===== src/rtl/core/mcpt_pkg.sv =====
// Package of the multi-channel periodic timer: sizes, codes and the request queue entry.
// Depends on nothing; used by every module of the timer but mcpt_ram.
`default_nettype none

package mcpt_pkg;

  // Channel bank sizing; ids are four bits wide, so at most 16 channels are usable.
  localparam int CHANNELS = 16;
  localparam int ID_LIMIT = 16;
  localparam int CAPACITY = (CHANNELS < ID_LIMIT) ? CHANNELS : ID_LIMIT;
  localparam int IDX_W    = (CAPACITY > 1) ? $clog2(CAPACITY) : 1;
  localparam logic [4:0] CAPACITY_C = 5'(CAPACITY);

  // Request queue between front and back.
  localparam int QDEPTH = 2;

  // Configuration port.
  localparam int ADDR_W = 3;
  localparam logic [ADDR_W-1:0] ADDR_TICK_PREC = 3'd0;
  localparam logic [15:0] TICK_PREC_RESET = 16'd1;

  // Command codes.
  localparam logic [2:0] CMD_TICK   = 3'd0;
  localparam logic [2:0] CMD_ADD    = 3'd1;
  localparam logic [2:0] CMD_CHANGE = 3'd2;
  localparam logic [2:0] CMD_TRIG   = 3'd3;
  localparam logic [2:0] CMD_START  = 3'd4;

  // Status codes.
  localparam logic [2:0] ST_OK     = 3'd0;
  localparam logic [2:0] ST_ADDED  = 3'd1;
  localparam logic [2:0] ST_FIRED  = 3'd2;
  localparam logic [2:0] ST_BAD_ID = 3'd3;
  localparam logic [2:0] ST_FULL   = 3'd4;

  // Classified operation handed from front to back.
  typedef enum logic [2:0] {
    OP_TICK,
    OP_ADD,
    OP_FULL,
    OP_CHANGE,
    OP_TRIG,
    OP_BAD,
    OP_START,
    OP_NOP
  } op_t;

  typedef struct packed {
    op_t         op;
    logic [3:0]  chan;
    logic [30:0] period;
    logic [30:0] delay;
    logic [4:0]  cnt;
  } qent_t;

endpackage

`default_nettype wire


===== src/rtl/core/mcpt_ram.sv =====
// Generic single-write, single-read RAM with a registered read port.
// Depends on nothing.
`default_nettype none

module mcpt_ram #(
  parameter int WIDTH = 32,
  parameter int DEPTH = 16,
  parameter int AW    = (DEPTH > 1) ? $clog2(DEPTH) : 1
) (
  input  wire logic             clk,
  input  wire logic             we,
  input  wire logic [AW-1:0]    waddr,
  input  wire logic [WIDTH-1:0] wdata,
  input  wire logic [AW-1:0]    raddr,
  output logic      [WIDTH-1:0] rdata
);

  logic [WIDTH-1:0] mem [DEPTH];

  // Write port and registered read port.
  always_ff @(posedge clk) begin
    if (we) begin
      mem[waddr] <= wdata;
    end
    rdata <= mem[raddr];
  end

endmodule

`default_nettype wire


===== src/rtl/core/mcpt_front.sv =====
// Front end of the timer: accepts requests, classifies them and queues them.
// Depends on mcpt_pkg.
`default_nettype none

module mcpt_front (
  input  wire logic          clk,
  input  wire logic          rst_n,
  input  wire logic          start,
  output logic               busy,
  input  wire logic [2:0]    in_cmd,
  input  wire logic [3:0]    in_channel,
  input  wire logic [30:0]   in_period_ms,
  input  wire logic [30:0]   in_delay_ms,
  input  wire logic          pop,
  output logic               q_valid,
  output mcpt_pkg::qent_t    q_head
);
  import mcpt_pkg::*;

  logic [4:0] count_r, count_nxt;
  logic [1:0] q_cnt_r, q_cnt_nxt;
  logic       wr_ptr_r, wr_ptr_nxt;
  logic       rd_ptr_r, rd_ptr_nxt;
  qent_t      q_r [QDEPTH];
  qent_t      ent;
  logic       accept;
  logic       id_ok;

  assign busy    = (q_cnt_r == 2'(QDEPTH));
  assign accept  = start && !busy;
  assign q_valid = (q_cnt_r != 2'd0);
  assign q_head  = q_r[rd_ptr_r];
  assign id_ok   = ({1'b0, in_channel} < count_r);

  // Classify the request against the channel count seen so far.
  always_comb begin
    ent        = '0;
    ent.op     = OP_NOP;
    ent.period = in_period_ms;
    ent.delay  = in_delay_ms;
    ent.cnt    = count_r;
    count_nxt  = count_r;
    case (in_cmd)
      CMD_TICK: begin
        ent.op = OP_TICK;
      end
      CMD_ADD: begin
        if (count_r >= CAPACITY_C) begin
          ent.op = OP_FULL;
        end else begin
          ent.op    = OP_ADD;
          ent.chan  = count_r[3:0];
          count_nxt = count_r + 5'd1;
        end
      end
      CMD_CHANGE: begin
        ent.chan = in_channel;
        ent.op   = id_ok ? OP_CHANGE : OP_BAD;
      end
      CMD_TRIG: begin
        ent.chan = in_channel;
        ent.op   = id_ok ? OP_TRIG : OP_BAD;
      end
      CMD_START: begin
        ent.op = OP_START;
      end
      default: begin
        ent.op = OP_NOP;
      end
    endcase
  end

  // Queue pointer and occupancy updates.
  always_comb begin
    wr_ptr_nxt = wr_ptr_r;
    rd_ptr_nxt = rd_ptr_r;
    q_cnt_nxt  = q_cnt_r;
    if (accept) begin
      wr_ptr_nxt = ~wr_ptr_r;
    end
    if (pop) begin
      rd_ptr_nxt = ~rd_ptr_r;
    end
    if (accept && !pop) begin
      q_cnt_nxt = q_cnt_r + 2'd1;
    end else if (!accept && pop) begin
      q_cnt_nxt = q_cnt_r - 2'd1;
    end
  end

  always_ff @(posedge clk) begin
    if (!rst_n) begin
      count_r  <= '0;
      q_cnt_r  <= '0;
      wr_ptr_r <= 1'b0;
      rd_ptr_r <= 1'b0;
    end else begin
      q_cnt_r  <= q_cnt_nxt;
      wr_ptr_r <= wr_ptr_nxt;
      rd_ptr_r <= rd_ptr_nxt;
      if (accept) begin
        count_r <= count_nxt;
      end
    end
  end

  // Queue storage needs no reset.
  always_ff @(posedge clk) begin
    if (accept) begin
      q_r[wr_ptr_r] <= ent;
    end
  end

endmodule

`default_nettype wire


===== src/rtl/core/mcpt_back.sv =====
// Back end of the timer: executes queued requests against the channel tables.
// Depends on mcpt_pkg and mcpt_ram.
`default_nettype none

module mcpt_back (
  input  wire logic          clk,
  input  wire logic          rst_n,
  input  wire logic [15:0]   tick_prec,
  input  wire logic          q_valid,
  input  mcpt_pkg::qent_t    q_head,
  output logic               pop,
  output logic               out_valid,
  output logic [2:0]         out_status,
  output logic [3:0]         out_channel_id,
  output logic               out_last
);
  import mcpt_pkg::*;

  typedef enum logic [3:0] {
    S_IDLE = 4'b0001,
    S_EXEC = 4'b0010,
    S_TRIG = 4'b0100,
    S_SCAN = 4'b1000
  } state_t;

  state_t      state_r, state_nxt;
  qent_t       cur_r, cur_nxt;
  logic [31:0] time_r, time_nxt;
  logic [4:0]  rd_idx_r, rd_idx_nxt;
  logic        p_v_r, p_v_nxt;
  logic [3:0]  p_idx_r, p_idx_nxt;
  logic        pend_v_r, pend_v_nxt;
  logic [3:0]  pend_id_r, pend_id_nxt;

  logic        ov_r, ov_nxt;
  logic [2:0]  ost_r, ost_nxt;
  logic [3:0]  oid_r, oid_nxt;
  logic        olast_r, olast_nxt;

  // Table ports.
  logic             per_we, dly_we, lst_we;
  logic [IDX_W-1:0] per_waddr, lst_waddr, raddr;
  logic [30:0]      per_wdata, per_rdata, dly_rdata;
  logic [31:0]      lst_wdata, lst_rdata;
  logic [31:0]      diff;
  logic             due;

  mcpt_ram #(.WIDTH(31), .DEPTH(CAPACITY)) u_period (
    .clk(clk), .we(per_we), .waddr(per_waddr), .wdata(per_wdata),
    .raddr(raddr), .rdata(per_rdata)
  );

  mcpt_ram #(.WIDTH(31), .DEPTH(CAPACITY)) u_delay (
    .clk(clk), .we(dly_we), .waddr(per_waddr), .wdata(cur_r.delay),
    .raddr(raddr), .rdata(dly_rdata)
  );

  mcpt_ram #(.WIDTH(32), .DEPTH(CAPACITY)) u_last (
    .clk(clk), .we(lst_we), .waddr(lst_waddr), .wdata(lst_wdata),
    .raddr(raddr), .rdata(lst_rdata)
  );

  // Read address: the queued channel while idle, the scan index while scanning.
  assign raddr = (state_r == S_SCAN) ? rd_idx_r[IDX_W-1:0] : q_head.chan[IDX_W-1:0];

  // Due test for the channel whose table words arrived this cycle.
  assign diff = time_r - lst_rdata;
  assign due  = (per_rdata != 31'd0) && !diff[31] && (diff[30:0] >= per_rdata);

  always_comb begin
    state_nxt   = state_r;
    cur_nxt     = cur_r;
    time_nxt    = time_r;
    rd_idx_nxt  = rd_idx_r;
    p_v_nxt     = 1'b0;
    p_idx_nxt   = p_idx_r;
    pend_v_nxt  = pend_v_r;
    pend_id_nxt = pend_id_r;
    pop         = 1'b0;
    ov_nxt      = 1'b0;
    ost_nxt     = ST_OK;
    oid_nxt     = 4'd0;
    olast_nxt   = 1'b1;
    per_we      = 1'b0;
    dly_we      = 1'b0;
    lst_we      = 1'b0;
    per_waddr   = cur_r.chan[IDX_W-1:0];
    per_wdata   = cur_r.period;
    lst_waddr   = cur_r.chan[IDX_W-1:0];
    lst_wdata   = time_r - {1'b0, cur_r.period};
    case (state_r)
      // Take the next request from the queue.
      S_IDLE: begin
        if (q_valid) begin
          pop        = 1'b1;
          cur_nxt    = q_head;
          rd_idx_nxt = '0;
          pend_v_nxt = 1'b0;
          case (q_head.op)
            OP_TICK: begin
              time_nxt  = time_r + {16'd0, tick_prec};
              state_nxt = S_SCAN;
            end
            OP_START: state_nxt = S_SCAN;
            OP_TRIG:  state_nxt = S_TRIG;
            default:  state_nxt = S_EXEC;
          endcase
        end
      end
      // Single-step requests.
      S_EXEC: begin
        ov_nxt    = 1'b1;
        oid_nxt   = cur_r.chan;
        state_nxt = S_IDLE;
        case (cur_r.op)
          OP_ADD: begin
            per_we  = 1'b1;
            dly_we  = 1'b1;
            lst_we  = 1'b1;
            ost_nxt = ST_ADDED;
          end
          OP_CHANGE: begin
            per_we = 1'b1;
          end
          OP_BAD:  ost_nxt = ST_BAD_ID;
          OP_FULL: ost_nxt = ST_FULL;
          default: ost_nxt = ST_OK;
        endcase
      end
      // Trigger now: the channel's period has been read.
      S_TRIG: begin
        lst_we    = 1'b1;
        lst_wdata = time_r - {1'b0, per_rdata};
        ov_nxt    = 1'b1;
        oid_nxt   = cur_r.chan;
        state_nxt = S_IDLE;
      end
      // Scan channels in order: read one, evaluate the one read before.
      S_SCAN: begin
        if (rd_idx_r < cur_r.cnt) begin
          p_v_nxt    = 1'b1;
          p_idx_nxt  = rd_idx_r[3:0];
          rd_idx_nxt = rd_idx_r + 5'd1;
        end
        lst_waddr = p_idx_r[IDX_W-1:0];
        if (p_v_r) begin
          if (cur_r.op == OP_START) begin
            lst_we    = 1'b1;
            lst_wdata = time_r - {1'b0, per_rdata} + {1'b0, dly_rdata};
          end else if (due) begin
            lst_we      = 1'b1;
            lst_wdata   = time_r;
            pend_v_nxt  = 1'b1;
            pend_id_nxt = p_idx_r;
            // A new firing releases the one held back, which is not last.
            if (pend_v_r) begin
              ov_nxt    = 1'b1;
              ost_nxt   = ST_FIRED;
              oid_nxt   = pend_id_r;
              olast_nxt = 1'b0;
            end
          end
        end else if (rd_idx_r >= cur_r.cnt) begin
          ov_nxt    = 1'b1;
          state_nxt = S_IDLE;
          if ((cur_r.op == OP_TICK) && pend_v_r) begin
            ost_nxt = ST_FIRED;
            oid_nxt = pend_id_r;
          end
        end
      end
      default: state_nxt = S_IDLE;
    endcase
  end

  always_ff @(posedge clk) begin
    if (!rst_n) begin
      state_r  <= S_IDLE;
      time_r   <= '0;
      p_v_r    <= 1'b0;
      pend_v_r <= 1'b0;
      ov_r     <= 1'b0;
    end else begin
      state_r  <= state_nxt;
      time_r   <= time_nxt;
      p_v_r    <= p_v_nxt;
      pend_v_r <= pend_v_nxt;
      ov_r     <= ov_nxt;
    end
  end

  // Payload registers need no reset.
  always_ff @(posedge clk) begin
    cur_r     <= cur_nxt;
    rd_idx_r  <= rd_idx_nxt;
    p_idx_r   <= p_idx_nxt;
    pend_id_r <= pend_id_nxt;
    ost_r     <= ost_nxt;
    oid_r     <= oid_nxt;
    olast_r   <= olast_nxt;
  end

  assign out_valid      = ov_r;
  assign out_status     = ost_r;
  assign out_channel_id = oid_r;
  assign out_last       = olast_r;

endmodule

`default_nettype wire


===== src/rtl/core/multi_channel_periodic_timer_unit.sv =====
// Top level of the multi-channel periodic timer: configuration register and front/back.
// Depends on mcpt_pkg, mcpt_front and mcpt_back.
`default_nettype none

// Usage:
// A request is taken at a rising edge where start is high and busy is low. It
// carries in_cmd (tick, add channel, change period, trigger now, start),
// in_channel, in_period_ms and in_delay_ms. The front end classifies it and
// places it in a two-entry queue, so busy rises only when that queue is full.
// Results appear on out_status, out_channel_id and out_last for one cycle each,
// marked by out_valid; the receiver cannot hold them off. A tick gives one
// result per firing channel, or one ok result if none fires; every other
// request gives exactly one result. out_last marks the final one.
// Add, change period, trigger now and unknown requests take the back end from
// idle through their execute state and back to idle. Tick and start scan the
// N added channels one per cycle through the table read ports, and the final
// result follows the evaluation of the last channel.
// The tick precision register lies at byte address 0 of the APB port
// (psel, penable, pwrite, paddr, pwdata, prdata, pready; pready always high).
// Reset clears the clock, the channel count and the queue, and sets the
// precision to 1 ms. The channel tables need no clearing pass.
module multi_channel_periodic_timer_unit (
  input  wire logic                          clk,
  input  wire logic                          rst_n,
  input  wire logic                          start,
  output logic                               busy,
  input  wire logic [2:0]                    in_cmd,
  input  wire logic [3:0]                    in_channel,
  input  wire logic [30:0]                   in_period_ms,
  input  wire logic [30:0]                   in_delay_ms,
  output logic                               out_valid,
  output logic [2:0]                         out_status,
  output logic [3:0]                         out_channel_id,
  output logic                               out_last,
  input  wire logic                          psel,
  input  wire logic                          penable,
  input  wire logic                          pwrite,
  input  wire logic [mcpt_pkg::ADDR_W-1:0]   paddr,
  input  wire logic [31:0]                   pwdata,
  output logic [31:0]                        prdata,
  output logic                               pready
);
  import mcpt_pkg::*;

  logic [15:0] tick_prec_r;
  logic        cfg_wr;
  logic        q_valid;
  logic        pop;
  qent_t       q_head;

  // Configuration register.
  assign pready = 1'b1;
  assign cfg_wr = psel && penable && pwrite && pready && (paddr == ADDR_TICK_PREC);
  assign prdata = (paddr == ADDR_TICK_PREC) ? {16'd0, tick_prec_r} : 32'd0;

  always_ff @(posedge clk) begin
    if (!rst_n) begin
      tick_prec_r <= TICK_PREC_RESET;
    end else if (cfg_wr) begin
      tick_prec_r <= pwdata[15:0];
    end
  end

  mcpt_front u_front (
    .clk          (clk),
    .rst_n        (rst_n),
    .start        (start),
    .busy         (busy),
    .in_cmd       (in_cmd),
    .in_channel   (in_channel),
    .in_period_ms (in_period_ms),
    .in_delay_ms  (in_delay_ms),
    .pop          (pop),
    .q_valid      (q_valid),
    .q_head       (q_head)
  );

  mcpt_back u_back (
    .clk            (clk),
    .rst_n          (rst_n),
    .tick_prec      (tick_prec_r),
    .q_valid        (q_valid),
    .q_head         (q_head),
    .pop            (pop),
    .out_valid      (out_valid),
    .out_status     (out_status),
    .out_channel_id (out_channel_id),
    .out_last       (out_last)
  );

endmodule

`default_nettype wire


===== config.mk =====
export PLATFORM = sky130hd
export DESIGN_NAME = multi_channel_periodic_timer_unit
export DESIGN_NICKNAME = d
export VERILOG_FILES = /design/src/rtl/core/mcpt_pkg.sv /design/src/rtl/core/mcpt_ram.sv /design/src/rtl/core/mcpt_front.sv /design/src/rtl/core/mcpt_back.sv /design/src/rtl/core/multi_channel_periodic_timer_unit.sv
export SDC_FILE = /design/constraint.sdc
export NUM_CORES = 2
export LEC_CHECK = 0
export BUFFER_PORTS_ARGS = -buffer_cell sky130_fd_sc_hd__buf_2
export CORE_MARGIN = 4
export CORE_UTILIZATION = 60
export CTS_CLUSTER_SIZE = 12
export DETAILED_ROUTE_END_ITERATION = 7
export PLACE_DENSITY = 0.8
export SYNTH_ARGS = -nofsm -noshare
export SYNTH_HDL_FRONTEND = slang
export SYNTH_SLANG_ARGS = --single-unit
export TNS_END_PERCENT = 5

===== constraint.sdc =====
create_clock -name clk -period 8.2 [get_ports clk]
set_clock_uncertainty 0.05 [all_clocks]
set_input_delay 0.82 -clock clk [delete_from_list [all_inputs] [get_ports clk]]
set_output_delay 0.82 -clock clk [all_outputs]
set_load 0.01 [all_outputs]

==> results.md <==
- Count of pins over their slew limit: 0
- Routed vias: 45000
- R2R cell count: 24
- Power Dens Cells: 344 nW/um^2
- Fin util: 67.2%
- Syn avg cell area: 17.1 um^2
- Endpoints failing setup: 0
- Crit path max-delay cell type: and2_2
- First-pass GRT wire length: 299000 um
- Worst-path clk slew: 0.06 ns
- Slowest cell delay on critical path: 1.03 ns
- GRT Resource Usage Total: 29.2%
- Max-Cap Viols: 0
- Crit path cell chain: inv_1 -> ha_1 -> fa_1 -> nor2b_1 -> o21ai_0 -> a21boi_1 -> o41ai_1 -> o21a_1 -> o31ai_1 -> buf_4 -> nor4_1 -> o31ai_1 -> a21oi_1 -> xnor2_1 -> ha_1 -> nand4_1 -> nor4_1 -> a22oi_1 -> and3_1 -> a21oi_2 -> a21oi_2 -> o221ai_1 -> a21boi_0 -> and2_2
- Nets: 5159
- Layout cells sized above 1: 19.4%
- I/O Buffers: 119
- Slew HR: 6.51%
- Post-CTS setup buffers: 0
- Netlist cell types: 89
- Flop2flop setup slack: 0.64 ns
- Register area share after synthesis: 69.6%
- Clk buf depth: 3
- Fmax: 0.132 GHz
- Vias per cell: 6.64
- CTS tree: done
- Resize count post-CTS: 0
- Starting Density: 60.5%
- Critical path class: flip-flop to flip-flop
- Total Wirelength: 204000 um
- Fraction of registers with async set/reset: 0%
- Synth warn: 0
- Top FF cell, synth: edfxtp_1
- RSZ-0062 raised after global routing: no
- Stages on the worst setup path: 24
- Die area: 139000 um^2
- Crit path DAT: 7.90 ns
- Min Tclk post-route: 7.56 ns
- Final GP Congestion: 1.01
- # clock sinks: 1906
- R2r startpoint: u_back.time_r[0]
- Initial DRC count: 6020
- Total power draw: 30.4 mW
- Antenna violations before repair: 12
- CTS Buf Count: 187
- Final Hold Viols: 0
- CP max FO: 32
- Crit path required time: 8.54 ns
- Top Family by Delay on Critical Path: compound AO/OA/AOI/OAI gates
- Syn Inst Count: 4662
- Synth Register Bits: 1906
- Core box area: 132000 um^2
- Crit path to: u_back.u_last.mem[10][19]
- Crit path capture type: flip-flop
- Reg-to-Reg End: u_back.u_last.mem[10][19]
- Chip Width: 373 um
- Cts-stage hold buffer count: 0
- Leakage: 30.1 nW
- Min-delay worst type: input port to flip-flop
- Status: complete, no violations
- Detail Route Antenna Nets: 0
- Root Buffer: clkbuf_16
- Vias in the first global route: 45200
- WP buf/inv: 2
- Worst Max-Slew Pin Slew: 1.40 ns
- Die H: 373 um
- Routed WL per cell: 30.1 um
- Area Growth Syn to Fin: 11.0%
- Ports: 153
- VDD IR max: 0.000273 V
- Post-route DRC: 0
- Largest net degree at the start of global routing: 127
- DP HPWL: 120000 um
- Post-Syn Area: 79800 um^2
- Setup TNS: 0 ns
- Origin of the worst setup path: u_back.time_r[0]
- H-tree depth: 4
- Total global routing overflow: 0
- Fin crit share: 92.2%
- DRT Pass-1 Iters: 6
- Number of core rows: 133
- Worst skew pair latency: 0.85 ns
- Number of synthesized flops with an enable pin: 1739
- Startpoint Class: flip-flop
[cell usage in the layout (no fill, tap or decap), types with 22 or more instances in the layout]
master and instances:
o21a_1 26, edfxtp_1 1739, clkbuf_1 111, a21oi_1 281, o21bai_1 23, nor3_1 27
nand2b_1 26, nor2_4 30, a21o_1 45, mux2_2 73, o221ai_1 22, dfxtp_1 166
xnor2_1 93, a211oi_1 111, nor2b_1 117, mux2i_1 100, nand3_1 55, ha_1 183
buf_2 119, and2_1 28, o21ai_0 99, clkbuf_16 187, mux4_2 376, buf_4 73
nand4_1 23, xor2_1 47, nor2_1 140, nand2_1 180, inv_1 169
[through the flow]
stage               area [um^2]  setup slack, ns  hold WS [ns]  cells
finish                    88600            0.642         0.108   6769
global route              88600            0.374        0.0708   6766
CTS                       88600            0.727        0.0561   6766
detailed placement        82800            0.861         0.368   6427
global placement          82800             1.21         0.350   6427
floorplan                 79800             1.47         0.335   4677
[worst reg2reg max path: cells and delay by family, from the launching register on]
family | cells | cell delay [ns]
AO/OA/AOI/OAI | 12 | 3.23
XOR/XNOR | 1 | 0.16
adder cells (fa/ha/maj) | 3 | 0.94
buffers and inverters | 2 | 0.34
flip-flops | 1 | 0.43
AND/OR/NAND/NOR | 6 | 1.96
[layout make-up]
cell class	count	area, um^2
timing repair buffer	207	1440
antenna	3	7.51
clock buffer	305	5190
tap	1755	2200
clock inverter	34	527
multi-input combinational	2388	23000
inverter	171	643
fill	8430	43200
sequential	1906	55600
[flip-flops by register name (all words and copies together), names as in the netlist, 3 cells and up, named ones only]
name	flops
u_front.q_r	148
u_back.u_delay.mem	496
u_back.out_channel_id	4
u_back.u_last.rdata	32
u_back.cur_r	39
u_back.p_idx_r	4
u_back.time_r	32
u_back.u_period.mem	496
u_back.u_last.mem	512
u_back.pend_id_r	4
u_back.u_delay.rdata	31
u_back.out_status	3
u_back.rd_idx_r	5
u_back.per_waddr	4
u_front.count_r	5
tick_prec_r	16
u_back.per_wdata	31
u_back.u_period.rdata	31
u_back.state_r	4
[synthesized netlist by cell type (45+ instances only)]
cell / count / area (um^2)
a211oi_1: 111 / 833
a21o_1: 45 / 338
a21oi_1: 281 / 1410
buf_2: 87 / 435
clkbuf_1: 87 / 327
dfxtp_1: 167 / 3340
edfxtp_1: 1739 / 52200
ha_1: 183 / 2290
inv_1: 170 / 638
mux2_2: 73 / 822
mux2i_1: 103 / 1030
mux4_2: 376 / 8470
nand2_1: 180 / 676
nand3_1: 55 / 275
nor2_1: 170 / 638
nor2b_1: 121 / 757
o21ai_0: 99 / 495
xnor2_1: 93 / 815
xor2_1: 47 / 412
[how the worst min path moves through the flow]
stage                startpoint                 end  slack, ns  cells past startpoint
2_1_floorplan   u_back.pend_v_r     u_back.out_last       0.33                      1
3_3_place_gp    u_back.pend_v_r     u_back.out_last       0.35                      1
3_5_place_dp    u_back.pend_v_r     u_back.out_last       0.37                      1
4_1_cts          in_delay_ms[1]   u_front.q_r[0][6]       0.06                      1
5_1_grt          in_delay_ms[2]   u_front.q_r[0][7]       0.07                      1
6_report       in_period_ms[16]  u_front.q_r[1][52]       0.11                      1
[power by group]
part / leakage (nW) / switching, mW / total [mW] / internal (mW)
Clock: 2.70 / 3.64 / 8.06 / 4.43
Sequential: 17.1 / 1.03 / 13.2 / 12.2
Combinational: 10.3 / 5.58 / 9.12 / 3.54
[kinds of logic after synthesis]
kind of cell / share of synthesized area [%]
compound gates: 6.22
simple gates: 4.58
flops: 69.6
buf+inv: 2.05
fa+ha+maj: 3.00
xor+xnor: 1.57
mux: 12.9
other cells: 0.00941
[metal layers]
layer / track usage (%) / part of all wire [%] / wire, um / vias up
met5: 0 / 0.013 / 26 / -
met4: 11.8 / 4.4 / 9010 / 4
met3: 6.28 / 10 / 20700 / 489
met2: 46.3 / 48 / 97800 / 2808
met1: 40.1 / 37 / 76400 / 22800
li1: - / - / - / 18900
Note: power is estimated with default switching activity, not from simulation.
